### config.mk
export PLATFORM = sky130hd
export DESIGN_NAME = wav_riff_pcm_parser_core
export DESIGN_NICKNAME = d
export VERILOG_FILES = /design/src/wrp_pkg.sv /design/src/wrp_div.sv /design/src/wrp_front.sv /design/src/wrp_queue.sv /design/src/wav_riff_pcm_parser_core.sv
export SDC_FILE = /design/constraint.sdc
export NUM_CORES = 2
export LEC_CHECK = 0
export ABC_AREA = 1
export BUFFER_PORTS_ARGS = -buffer_cell sky130_fd_sc_hd__buf_2
export CORE_MARGIN = 5
export CORE_UTILIZATION = 26
export CTS_CLUSTER_SIZE = 20
export DETAILED_ROUTE_END_ITERATION = 8
export PLACE_DENSITY = 0.42
export SETUP_SLACK_MARGIN = 0.05
export SYNTH_ARGS = -nofsm -noshare
export SYNTH_HDL_FRONTEND = slang
export SYNTH_HIERARCHICAL = 1
export SYNTH_SLANG_ARGS = --single-unit
export TNS_END_PERCENT = 1
### constraint.sdc
create_clock -name i_clk -period 8.3 [get_ports i_clk]
set_clock_uncertainty 0.2 [all_clocks]
set_input_delay 0.415 -clock i_clk [delete_from_list [all_inputs] [get_ports i_clk]]
set_output_delay 0.415 -clock i_clk [all_outputs]
set_load 0.01 [all_outputs]
### src/wrp_pkg.sv
// Shared types and constants of the WAV parser core.
// No dependencies.
package wrp_pkg;

    typedef struct packed {
        logic [7:0] in_byte;
        logic       end_of_file;
    } t_in;

    typedef struct packed {
        logic [1:0]         kind;
        logic signed [31:0] sample_q31;
        logic [15:0]        channel_index;
        logic [15:0]        channel_count;
        logic [31:0]        sample_rate_hz;
        logic [5:0]         bits_per_sample;
        logic [30:0]        frame_total;
        logic [2:0]         error_code;
    } t_out;

    typedef enum logic [2:0] {
        PH_TOP, PH_HDR, PH_BODY, PH_PAD, PH_DIV, PH_DATA, PH_DONE, PH_HALT
    } t_phase;

    typedef struct packed {
        logic        start;
        logic [31:0] dividend;
        logic [17:0] divisor;
    } t_div_req;

    typedef struct packed {
        logic        done;
        logic [31:0] quo;
        logic [17:0] rem;
    } t_div_rsp;

    localparam logic [1:0] KIND_SAMPLE = 2'd0;
    localparam logic [1:0] KIND_FORMAT = 2'd1;
    localparam logic [1:0] KIND_OK     = 2'd2;
    localparam logic [1:0] KIND_ERROR  = 2'd3;

    localparam logic [2:0] ERR_TAGS      = 3'd1;
    localparam logic [2:0] ERR_HDR_TRUNC = 3'd2;
    localparam logic [2:0] ERR_FORMAT    = 3'd3;
    localparam logic [2:0] ERR_WIDTH     = 3'd4;
    localparam logic [2:0] ERR_DAT_TRUNC = 3'd5;

    localparam logic [31:0] TAG_RIFF = 32'h4646_4952;
    localparam logic [31:0] TAG_WAVE = 32'h4556_4157;
    localparam logic [31:0] TAG_FMT  = 32'h2074_6D66;
    localparam logic [31:0] TAG_DATA = 32'h6174_6164;

    localparam int QDEPTH = 4;

endpackage

### src/wrp_div.sv
// Restoring divider, one quotient bit per cycle, 32-bit by 18-bit.
// Depends on wrp_pkg.
module wrp_div (
    input  logic              i_clk,
    input  logic              i_rst_n,
    input  wrp_pkg::t_div_req i_req,
    output wrp_pkg::t_div_rsp o_rsp
);
    import wrp_pkg::*;

    logic        r_busy, r_done;
    logic [4:0]  r_cnt;
    logic [31:0] r_quo;
    logic [17:0] r_rem, r_dsr;
    logic [18:0] sh;
    logic        fits;

    assign sh   = {r_rem, r_quo[31]};
    assign fits = sh >= {1'b0, r_dsr};

    always_ff @(posedge i_clk) begin
        if (!i_rst_n) begin
            r_busy <= 1'b0;
            r_done <= 1'b0;
            r_cnt  <= '0;
        end else begin
            r_done <= 1'b0;
            if (i_req.start) begin
                r_busy <= 1'b1;
                r_cnt  <= '0;
                r_quo  <= i_req.dividend;
                r_rem  <= '0;
                r_dsr  <= i_req.divisor;
            end else if (r_busy) begin
                r_quo <= {r_quo[30:0], fits};
                r_rem <= fits ? 18'(sh - {1'b0, r_dsr}) : sh[17:0];
                r_cnt <= r_cnt + 5'd1;
                if (r_cnt == 5'd31) begin
                    r_busy <= 1'b0;
                    r_done <= 1'b1;
                end
            end
        end
    end

    assign o_rsp = '{done: r_done, quo: r_quo, rem: r_rem};
endmodule

### src/wrp_front.sv
// Front end: byte parser, chunk walker and sample assembler; pushes results.
// Depends on wrp_pkg and wrp_div.
module wrp_front (
    input  logic          i_clk,
    input  logic          i_rst_n,
    input  logic          i_valid,
    input  wrp_pkg::t_in  i_data,
    output logic          o_stall,
    input  logic [2:0]    i_free,
    output logic          o_push,
    output wrp_pkg::t_out o_res
);
    import wrp_pkg::*;

    t_phase      r_phase, n_phase;
    logic [31:0] r_cnt, n_cnt, r_tag, n_tag, r_len, n_len;
    logic [15:0] r_fmt, n_fmt, r_ch, n_ch, r_width, n_width, r_chan, n_chan;
    logic [31:0] r_rate, n_rate, r_left, n_left, r_emit, n_emit, r_asm, n_asm;
    logic [1:0]  r_bis, n_bis;
    logic        r_eofp, n_eofp, r_pend_v, n_pend_v;
    t_out        r_pend, n_pend;

    t_div_req div_req;
    t_div_rsp div_rsp;

    wrp_div u_div (.i_clk(i_clk), .i_rst_n(i_rst_n), .i_req(div_req), .o_rsp(div_rsp));

    assign o_stall = r_pend_v || (r_phase == PH_DIV) || (i_free < 3'd2);

    always_ff @(posedge i_clk) begin
        if (!i_rst_n) begin
            r_phase  <= PH_TOP;
            r_cnt    <= '0;
            r_tag    <= '0;
            r_len    <= '0;
            r_fmt    <= '0;
            r_ch     <= '0;
            r_rate   <= '0;
            r_width  <= '0;
            r_left   <= '0;
            r_emit   <= '0;
            r_asm    <= '0;
            r_bis    <= '0;
            r_chan   <= '0;
            r_eofp   <= 1'b0;
            r_pend_v <= 1'b0;
        end else begin
            r_phase  <= n_phase;
            r_cnt    <= n_cnt;
            r_tag    <= n_tag;
            r_len    <= n_len;
            r_fmt    <= n_fmt;
            r_ch     <= n_ch;
            r_rate   <= n_rate;
            r_width  <= n_width;
            r_left   <= n_left;
            r_emit   <= n_emit;
            r_asm    <= n_asm;
            r_bis    <= n_bis;
            r_chan   <= n_chan;
            r_eofp   <= n_eofp;
            r_pend_v <= n_pend_v;
        end
        r_pend <= n_pend;
    end

    always_comb begin
        logic        accept, r0v, r1v, fmt_ok, wid_ok;
        logic [7:0]  b;
        logic [2:0]  nb;
        logic [31:0] a32, smp;
        logic [16:0] chn;
        t_out        r0, r1, tmp;

        accept = i_valid && !o_stall;
        b      = i_data.in_byte;
        nb     = r_width[5:3];
        r0v = 1'b0; r1v = 1'b0; r0 = '0; r1 = '0; tmp = '0;
        a32 = '0; smp = '0; chn = '0;
        fmt_ok = 1'b0; wid_ok = 1'b0;

        n_phase = r_phase; n_cnt = r_cnt; n_tag = r_tag; n_len = r_len;
        n_fmt = r_fmt; n_ch = r_ch; n_rate = r_rate; n_width = r_width;
        n_left = r_left; n_emit = r_emit; n_asm = r_asm; n_bis = r_bis;
        n_chan = r_chan; n_eofp = r_eofp; n_pend_v = 1'b0; n_pend = r_pend;
        o_push = 1'b0; o_res = r_pend;
        div_req.start = 1'b0;

        if (r_pend_v) begin
            o_push = 1'b1;
            o_res  = r_pend;
        end else if (r_phase == PH_DIV) begin
            if (div_rsp.done) begin
                tmp = '0;
                tmp.kind            = KIND_FORMAT;
                tmp.channel_count   = r_ch;
                tmp.sample_rate_hz  = r_rate;
                tmp.bits_per_sample = r_width[5:0];
                tmp.frame_total     = div_rsp.quo[30:0];
                r0v = 1'b1; r0 = tmp;
                n_emit  = r_len - {14'd0, div_rsp.rem};
                n_left  = r_len;
                n_asm   = '0;
                n_bis   = '0;
                n_chan  = '0;
                n_phase = PH_DATA;
                if (r_eofp) begin
                    tmp = '0;
                    tmp.kind = KIND_ERROR;
                    tmp.error_code = ERR_DAT_TRUNC;
                    r1v = 1'b1; r1 = tmp;
                    n_phase = PH_TOP; n_cnt = '0; n_tag = '0; n_len = '0;
                    n_fmt = '0; n_ch = '0; n_rate = '0; n_width = '0;
                    n_left = '0; n_emit = '0; n_asm = '0; n_bis = '0;
                    n_chan = '0; n_eofp = 1'b0;
                end
            end
        end else if (accept) begin
            unique case (r_phase)
                PH_TOP: begin
                    n_tag = {b, r_tag[31:8]};
                    if ((r_cnt == 32'd3 && n_tag != TAG_RIFF) ||
                        (r_cnt == 32'd11 && n_tag != TAG_WAVE)) begin
                        tmp = '0; tmp.kind = KIND_ERROR; tmp.error_code = ERR_TAGS;
                        r0v = 1'b1; r0 = tmp;
                        n_phase = PH_HALT;
                    end else begin
                        n_cnt = r_cnt + 32'd1;
                        if (n_cnt >= 32'd12) begin
                            n_cnt   = '0;
                            n_phase = PH_HDR;
                        end
                    end
                end
                PH_HDR: begin
                    if (r_cnt < 32'd4) n_tag = {b, r_tag[31:8]};
                    else n_len = {b, r_len[31:8]};
                    n_cnt = r_cnt + 32'd1;
                    if (n_cnt >= 32'd8) begin
                        n_cnt = '0;
                        if (n_tag == TAG_DATA) begin
                            fmt_ok = (r_fmt == 16'd1) && (n_len != 32'd0) &&
                                     (r_width != 16'd0) && (r_ch != 16'd0);
                            wid_ok = (r_width == 16'd16) || (r_width == 16'd24) ||
                                     (r_width == 16'd32);
                            if (!fmt_ok || !wid_ok) begin
                                tmp = '0; tmp.kind = KIND_ERROR;
                                tmp.error_code = fmt_ok ? ERR_WIDTH : ERR_FORMAT;
                                r0v = 1'b1; r0 = tmp;
                                n_phase = PH_HALT;
                            end else begin
                                div_req.start = 1'b1;
                                n_phase = PH_DIV;
                            end
                        end else if (n_tag == TAG_FMT && n_len == 32'd0) begin
                            tmp = '0; tmp.kind = KIND_ERROR; tmp.error_code = ERR_FORMAT;
                            r0v = 1'b1; r0 = tmp;
                            n_phase = PH_HALT;
                        end else if (n_len == 32'd0) begin
                            n_phase = PH_HDR;
                        end else begin
                            n_phase = PH_BODY;
                        end
                    end
                end
                PH_BODY: begin
                    if (r_tag == TAG_FMT && r_cnt < 32'd16) begin
                        if (r_cnt < 32'd2) n_fmt[r_cnt[0]*8 +: 8] = b;
                        else if (r_cnt < 32'd4) n_ch[r_cnt[0]*8 +: 8] = b;
                        else if (r_cnt < 32'd8) n_rate[r_cnt[1:0]*8 +: 8] = b;
                        else if (r_cnt >= 32'd14) n_width[r_cnt[0]*8 +: 8] = b;
                    end
                    n_cnt = r_cnt + 32'd1;
                    if (n_cnt >= r_len) begin
                        n_cnt   = '0;
                        n_phase = r_len[0] ? PH_PAD : PH_HDR;
                    end
                end
                PH_PAD: n_phase = PH_HDR;
                PH_DATA: begin
                    n_left = r_left - 32'd1;
                    if (r_emit != 32'd0) begin
                        n_emit = r_emit - 32'd1;
                        a32 = r_asm | (32'(b) << {r_bis, 3'b000});
                        if (({1'b0, r_bis} + 3'd1) == nb) begin
                            case (nb)
                                3'd2:    smp = {a32[15:0], 16'h0000};
                                3'd3:    smp = {a32[23:0], 8'h00};
                                default: smp = a32;
                            endcase
                            tmp = '0;
                            tmp.kind          = KIND_SAMPLE;
                            tmp.sample_q31    = $signed(smp);
                            tmp.channel_index = r_chan;
                            r0v = 1'b1; r0 = tmp;
                            chn    = {1'b0, r_chan} + 17'd1;
                            n_chan = (chn >= {1'b0, r_ch}) ? 16'd0 : chn[15:0];
                            n_asm  = '0;
                            n_bis  = '0;
                        end else begin
                            n_asm = a32;
                            n_bis = r_bis + 2'd1;
                        end
                    end
                    if (n_left == 32'd0) begin
                        tmp = '0; tmp.kind = KIND_OK;
                        if (!r0v) begin r0v = 1'b1; r0 = tmp; end
                        else begin r1v = 1'b1; r1 = tmp; end
                        n_phase = PH_DONE;
                    end
                end
                default: ;
            endcase

            if (i_data.end_of_file) begin
                if (n_phase == PH_DIV) begin
                    n_eofp = 1'b1;
                end else begin
                    if (n_phase != PH_DONE && n_phase != PH_HALT) begin
                        tmp = '0; tmp.kind = KIND_ERROR;
                        tmp.error_code = (n_phase == PH_DATA) ? ERR_DAT_TRUNC
                                                              : ERR_HDR_TRUNC;
                        if (!r0v) begin r0v = 1'b1; r0 = tmp; end
                        else begin r1v = 1'b1; r1 = tmp; end
                    end
                    n_phase = PH_TOP; n_cnt = '0; n_tag = '0; n_len = '0;
                    n_fmt = '0; n_ch = '0; n_rate = '0; n_width = '0;
                    n_left = '0; n_emit = '0; n_asm = '0; n_bis = '0;
                    n_chan = '0; n_eofp = 1'b0;
                end
            end
        end

        if (r0v) begin
            o_push = 1'b1;
            o_res  = r0;
        end
        if (r1v) begin
            n_pend_v = 1'b1;
            n_pend   = r1;
        end
        div_req.dividend = n_len;
        div_req.divisor  = {15'd0, nb} * {2'd0, r_ch};
    end
endmodule

### src/wrp_queue.sv
// Result queue between the parser and the output channel; head is the output.
// Depends on wrp_pkg.
module wrp_queue (
    input  logic          i_clk,
    input  logic          i_rst_n,
    input  logic          i_push,
    input  wrp_pkg::t_out i_res,
    output logic [2:0]    o_free,
    output logic          o_valid,
    output wrp_pkg::t_out o_data,
    input  logic          i_stall
);
    import wrp_pkg::*;

    t_out       r_mem [QDEPTH];
    logic [1:0] r_wr, r_rd;
    logic [2:0] r_count;
    logic       pop;

    assign o_valid = r_count != 3'd0;
    assign o_data  = r_mem[r_rd];
    assign pop     = o_valid && !i_stall;
    assign o_free  = 3'(QDEPTH) - r_count;

    always_ff @(posedge i_clk) begin
        if (!i_rst_n) begin
            r_wr    <= '0;
            r_rd    <= '0;
            r_count <= '0;
        end else begin
            if (i_push) r_wr <= r_wr + 2'd1;
            if (pop) r_rd <= r_rd + 2'd1;
            r_count <= r_count + {2'b00, i_push} - {2'b00, pop};
        end
        if (i_push) r_mem[r_wr] <= i_res;
    end
endmodule

### src/wav_riff_pcm_parser_core.sv
// WAV RIFF/PCM parser core: top level joining the parser front and result queue.
// Depends on wrp_pkg, wrp_front, wrp_queue.
//
// Input channel: one file byte per beat (i_data.in_byte) with end_of_file on
// the last byte. Output channel: result beats of kind sample, format accepted,
// finished ok or error. Both use valid/stall; a beat moves when valid is high
// and stall is low.
// A result is registered in the result queue before it is offered on the output.
// Throughput: one byte per cycle while the input is not stalled. A byte that yields
// two results stalls the input while the second result is pushed. The data chunk
// header stalls the input while the serial divider works out the frame count.
// The four-entry result queue takes results while the receiver stalls; once
// it has fewer than two free entries the input is stalled.
// Reset clears the parser to expect a RIFF tag and empties the queue. After
// the end_of_file byte the core is back in that state for the next file.
module wav_riff_pcm_parser_core (
    input  logic          i_clk,
    input  logic          i_rst_n,
    input  logic          i_valid,
    input  wrp_pkg::t_in  i_data,
    output logic          o_stall,
    output logic          o_valid,
    output wrp_pkg::t_out o_data,
    input  logic          i_stall
);
    import wrp_pkg::*;

    logic       push;
    t_out       res;
    logic [2:0] free;

    wrp_front u_front (
        .i_clk(i_clk), .i_rst_n(i_rst_n), .i_valid(i_valid), .i_data(i_data),
        .o_stall(o_stall), .i_free(free), .o_push(push), .o_res(res)
    );

    wrp_queue u_queue (
        .i_clk(i_clk), .i_rst_n(i_rst_n), .i_push(push), .i_res(res),
        .o_free(free), .o_valid(o_valid), .o_data(o_data), .i_stall(i_stall)
    );
endmodule

# Yosys cells after proc, flatten, opt, wreduce, memory -nomap -nowiden

Memories as Yosys holds them, arrays and structs flattened. A register that Yosys moved wholly into a read port is not among the register bits.
Cells that the tools add are included.

Muxes and demuxes: 228
Shift operators: 5
$mul: 1
Bitwise operators: 4
Add/subtract/negate cells: 16
Magnitude comparators: 11
Reduce and logical (&&, ||, !) cells: 38
Eq/ne operators: 26

Operator list:

| cell                    | count |
|---|---|
| $mux 138                | 27 |
| $mux 32                 | 65 |
| $mux 16                 | 36 |
| $pmux 138 s3            | 1 |
| $mux 137                | 1 |
| $mux 136                | 1 |
| $pmux 32 s2             | 2 |
| $ge 32x4->1 const B     | 3 |
| $pmux 32 s3             | 1 |
| $eq 32x30->1 const B    | 2 |
| $logic_not 32->1        | 2 |
| $ne 32x31->1 const B    | 2 |
| $reduce_bool 32->1      | 2 |
| $sub 32x1->32 const B   | 2 |
| $mux 1                  | 55 |
| $mux 3                  | 18 |
| $bwmux 16               | 3 |
| $mux 18                 | 2 |
| $neg 4->34              | 1 |
| $neg 5->34              | 1 |
| $shift 8x34->16 const A | 1 |
| $shift 8x34->32 const A | 1 |
| $shiftx 8x34->16        | 1 |
| $shiftx 8x34->32        | 1 |
| other kinds (52)        | 98 |

Flip-flop bits (word level): 515
Output and inout bits: 140
Input bits: 13
Memories kept: 1
RAM bits: 552
Word-level logic and storage cells: 362

Memories:

| name          | words | width | rd ports | clocked after Yosys merged registers in | wr ports | RTL line        | RTL |
|---|---|---|---|---|---|---|---|
| u_queue.r_mem | 4     | 138   | 1        | 1                                       | 1        | wrp_queue.sv:15 | `t_out r_mem [QDEPTH];` |

# Longest topological paths before layout

Word-level depth: 32
Mapped depth: 35

# Hierarchy

Netlist, hierarchy kept.

By module, submodules not included:

| module    | instances | cells an instance | area an instance (µm²) | seq. area each (µm²) |
|---|---|---|---|---|
| wrp_front | 1         | 4447              | 25779.7                | 6025.8 |
| wrp_queue | 1         | 1672              | 22023.6                | 16756.1 |
| wrp_div   | 1         | 560               | 4480.5                 | 2182.1 |

# Least setup slack after synthesis

Ideal clock, no wire load.

Path type: register to register
From: register u_front.r_cnt[0]
To: memory u_queue/r_mem[0][0] (netlist bit) (enable)
Path slack: 1.749 ns
Stages on the path, launching flop included: 27
Clock period less this slack: 6.551 ns
Arrival: 5.859 ns
Library setup time: 0.491 ns
Data required time: 7.609 ns
Path through: dfxtp_1 -> ha_1 -> inv_1 -> nor2_2 -> nand2_1 -> nor2_1 -> nand2_1 -> xor2_1 -> inv_1 -> ha_1 -> nand2_1 -> inv_1 -> nand3_1 -> nor3_1 -> and3_1 -> nand4_1 -> nand3_1 -> a21oi_1 -> nor2_1 -> nand2_1 -> nand3_1 -> nand3_1 -> nand2_1 -> nand2_1 -> nand2_1 -> nand2_1 -> inv_1

Cells in the longest elaborated chain, start to end: 30
Elaborated cells between the ends (all ways): 64

RTL lines:

| what                           | RTL line                       | RTL |
|---|---|---|
| start, declared                | wrp_front.sv:16                | `logic [31:0] r_cnt, n_cnt, r_tag, n_tag, r_len, n_len;` |
| start signal, assigned         | wrp_front.sv:49                | `r_cnt <= n_cnt;` |
| $lt 32x3->1                    | wrp_front.sv:136               | `if (r_cnt < 32'd4) n_tag = {b, r_tag[31:8]};` |
| $mux 32                        | wrp_front.sv:136               |  |
| $mux 32                        | wrp_front.sv:119               | `unique case (r_phase)` |
| $mux 32                        | wrp_front.sv:118               | `end else if (accept) begin` |
| $mux 32                        | wrp_front.sv:92                | `end else if (r_phase == PH_DIV) begin` |
| $mux 32                        | wrp_front.sv:89                | `if (r_pend_v) begin` |
| $reduce_bool 32->1             | wrp_front.sv:142               | `fmt_ok = (r_fmt == 16'd1) && (n_len != 32'd0) &&` |
| $logic_and 1x1->1 (2 in a row) | wrp_front.sv:142               |  |
| [... 14 more ...]              | --                             |  |
| $mux 1 *                       | wrp_front.sv:215               | `if (i_data.end_of_file) begin` |
| $mux 1 *                       | wrp_front.sv:118               |  |
| $mux 1 *                       | wrp_front.sv:92                |  |
| $mux 1 *                       | wrp_front.sv:89                |  |
| $mux 1 *                       | wrp_front.sv:234               | `if (r0v) begin` |
| net push                       | wav_riff_pcm_parser_core.sv:28 | `logic push;` |
| $mux 1 *                       | wrp_queue.sv:35                | `if (i_push) r_mem[r_wr] <= i_res;` |
| $mux 1 (implied by the code) * | wrp_queue.sv:35                |  |
| end, declared                  | wrp_queue.sv:15                |  |

Mark *: on every way through the listed nets, which the timed path passes. The rest lies on a longest branch. The select of a mux whose other input is x is not followed.

# Worst setup path after layout

From: register u_front.r_cnt[0]
To: memory u_queue/r_mem[3][51] (netlist bit) (enable)

Same word-level chain as after synthesis.

==> flow_summary.yaml <==
routing:
  drtPass1Iterations: 6
  dr.first_iter.drc_count: 3523
  post_drt_via_cell_ratio: 4.74
  drc: 0
  antenna_violating_nets_post_route: 0
  finalWirelength_um: 178000
  detailroute.via_count: 44546
  wl_per_cell_um: 19.0
power_and_ir_drop:
  vdd_ir_drop_max_mv: 0.194
  p_leak_nw: 24.1
  power_density_nw_per_um2: 278
  report.power.total_mw: 16.4
clock_tree:
  clockBufferDepth: 3
  number_of_buffers_created_by_cts: 108
  clock_tree.htree_level_count: 3
  root_buffer: "sky130_fd_sc_hd__clkbuf_16"
  postCtsResizedCells: 0
  clk_pin_slew_worst_paths_ns: 0.06
  tritoncts_clock_tree: "done"
  clkLatencyLatePin_ns: 0.77
  cts.sink_count: 935
placement:
  post-dp-hpwl_um: 123000
  instance_count_after_placement_with_tap_cells_included: 9192
  place.port_buffers: 152
  place_congestion: 0.883
grt:
  first_pass_grt_wire_length_um: 271000
  grt-ovfl-total: 0
  routing_usage_on_met1_pct: 23.0
  overall_global_routing_usage_pct: 16.4
  grt_util_met2_pct: 26.9
  grt_busiest_layer: "met2"
  grt_use_met3_pct: 1.79
  largest_net_degree_at_the_start_of_global_routing: 249
  grt_pass1_vias: 42307
  antenna_found_initial: 6
worst_setup_path:
  timing.critical_path.buf_inv: 5
  setup.worst_path.class: "flop to flop"
  worst_path_largest_cell_delay_ns: 0.62
  reg2reg_depth: 27
  worstSetupStartpointType: "flop"
  critical_path_arrival_ns: 6.62
  crit_path_frequent_cell: "sky130_fd_sc_hd__nand2_1"
  cell_with_the_biggest_individual_delay_on_the_critical_path: "sky130_fd_sc_hd__inv_6"
  required_ns: 8.53
  crit_path_end_kind: "flop"
  critPathTopFamily: "simple AND/OR/NAND/NOR gates"
  critical_path_cell_count: 27
  crit_fanout: 75
die:
  fp.dieW_um: 458
  rows: 164
  chipHeight_um: 458
  core_area_um2: 200000
  dieArea_um2: 210000
  floorplan.initialDensity_pct: 26.2
  io-pin-count: 153
worst_hold_path:
  min-delay-path-class: "primary input to flop"
  whs_path_depth: 5
finish:
  fin_nets: 6804
  commonest_non_fill_non_tap_cell_in_the_layout: "sky130_fd_sc_hd__nand2_1"
  finalNonFillerCells: 9399
  postLayoutCoreUtil_pct: 29.5
  syn2layout_area_growth_pct: 12.9
  fill_cells: 21528
  layout-drive-gt1-share_pct: 6.65
  final_cell_mix: "sky130_fd_sc_hd__nand2_1, sky130_fd_sc_hd__inv_1, sky130_fd_sc_hd__edfxtp_1, sky130_fd_sc_hd__a21oi_1, sky130_fd_sc_hd__nor2_1"
yosys:
  syn-num-nets: 6831
  syn-cell-area_um2: 52300
  syn_inst: 6678
  ys_warn_count: 6
  postSynthAreaPerCell_um2: 7.83
sta:
  finalMaxSlewViolations: 0
  fmaxAchievable_mhz: 157
  rsz_0062_raised_after_global_routing: "false"
  hold-worst-slack_ns: 0.0894
  timing.final.hold_violations: 0
  min_period_ns: 6.38
  final.period_utilization_pct: 76.9
  fin_tns_setup_ns: 0
  setup_viol: 0
  max_slew_margin_pct: 16.5
  worstMarginPinSlew_ns: 1.25
job:
  maxCapViolations: 0
status:
  run_status: "completed"
worst paths after layout:
check / startpoint / endpoint / slack (ns)
max: u_front/r_cnt[0] / u_queue/r_mem[3][51] / 1.92
min: i_data[8] / u_front/r_fmt[15] / 0.09
max reg2reg: u_front/r_cnt[0] / u_queue/r_mem[3][51] / 1.92
min reg2reg: u_front/r_rate[7] / u_front/r_rate[7] / 0.26
stage by stage:
stage / area, µm² / setup slack (ns)
global route: 59000 / 1.46
floorplan: 52300 / 1.75
finish: 59000 / 1.92
CTS: 59000 / 1.96
detailed placement: 55400 / 1.98
global placement: 55400 / 2.07
worst register-to-register path: cells and delay by family (launching register included):
kind,cells,cell delay [ns]
flops,1,0.31
simple gates,14,2.44
compound gates,5,0.75
fa+ha+maj,2,0.44
buf+inv,5,1.60
xor+xnor,1,0.37
final cells by class:
type	instances	area (µm²)	share of cell area, %
diodes	2	5.00	0.00848
flip-flops and latches	935	25000	42.3
clock inverters	47	546	0.924
repair buffers	228	1470	2.49
multi-input cells	4425	22100	37.5
well taps	2656	3320	5.63
inverters	953	3610	6.11
clock buffers	153	2980	5.05
state kept, by name, indices dropped and copies added, names as in the netlist, 3 cells and up, named ones only:
name                 count
u_front/r_tag           32
u_queue/r_mem          552
u_front/r_left          32
u_front/r_cnt           32
u_front/r_ch            16
u_front/r_rate          32
u_front/r_width         16
u_front/u_div/r_cnt      5
u_queue/r_count          3
u_front/r_phase          3
u_front/r_emit          32
u_front/r_asm           32
u_front/u_div/r_rem     18
u_front/r_chan          16
u_front/u_div/r_dsr     18
u_front/r_fmt           16
u_front/r_len           32
u_front/u_div/r_quo     32
u_front/r_pend           4
per-layer routing:
layer | vias to the layer above | routed length, µm
met2 | 980 | 82000
li1 | 22045 | -
met1 | 21311 | 85000
met4 | 2 | 4180
met5 | - | 13
met3 | 208 | 7220
power by group:
group	total, mW	internal [mW]	leakage (nW)	switching, mW
Clock	4.81	2.76	1.72	2.05
Sequential	5.86	5.46	8.24	0.401
Combinational	5.72	1.59	14.1	4.13
Total	16.4	9.81	24.1	6.58
what timing repair did:
action,4_1_cts,5_1_grt
buffers inserted,0,0
hold buffers,5,0
endpoints found under the hold margin,19,0
Note: power is estimated with default switching activity, not from simulation.
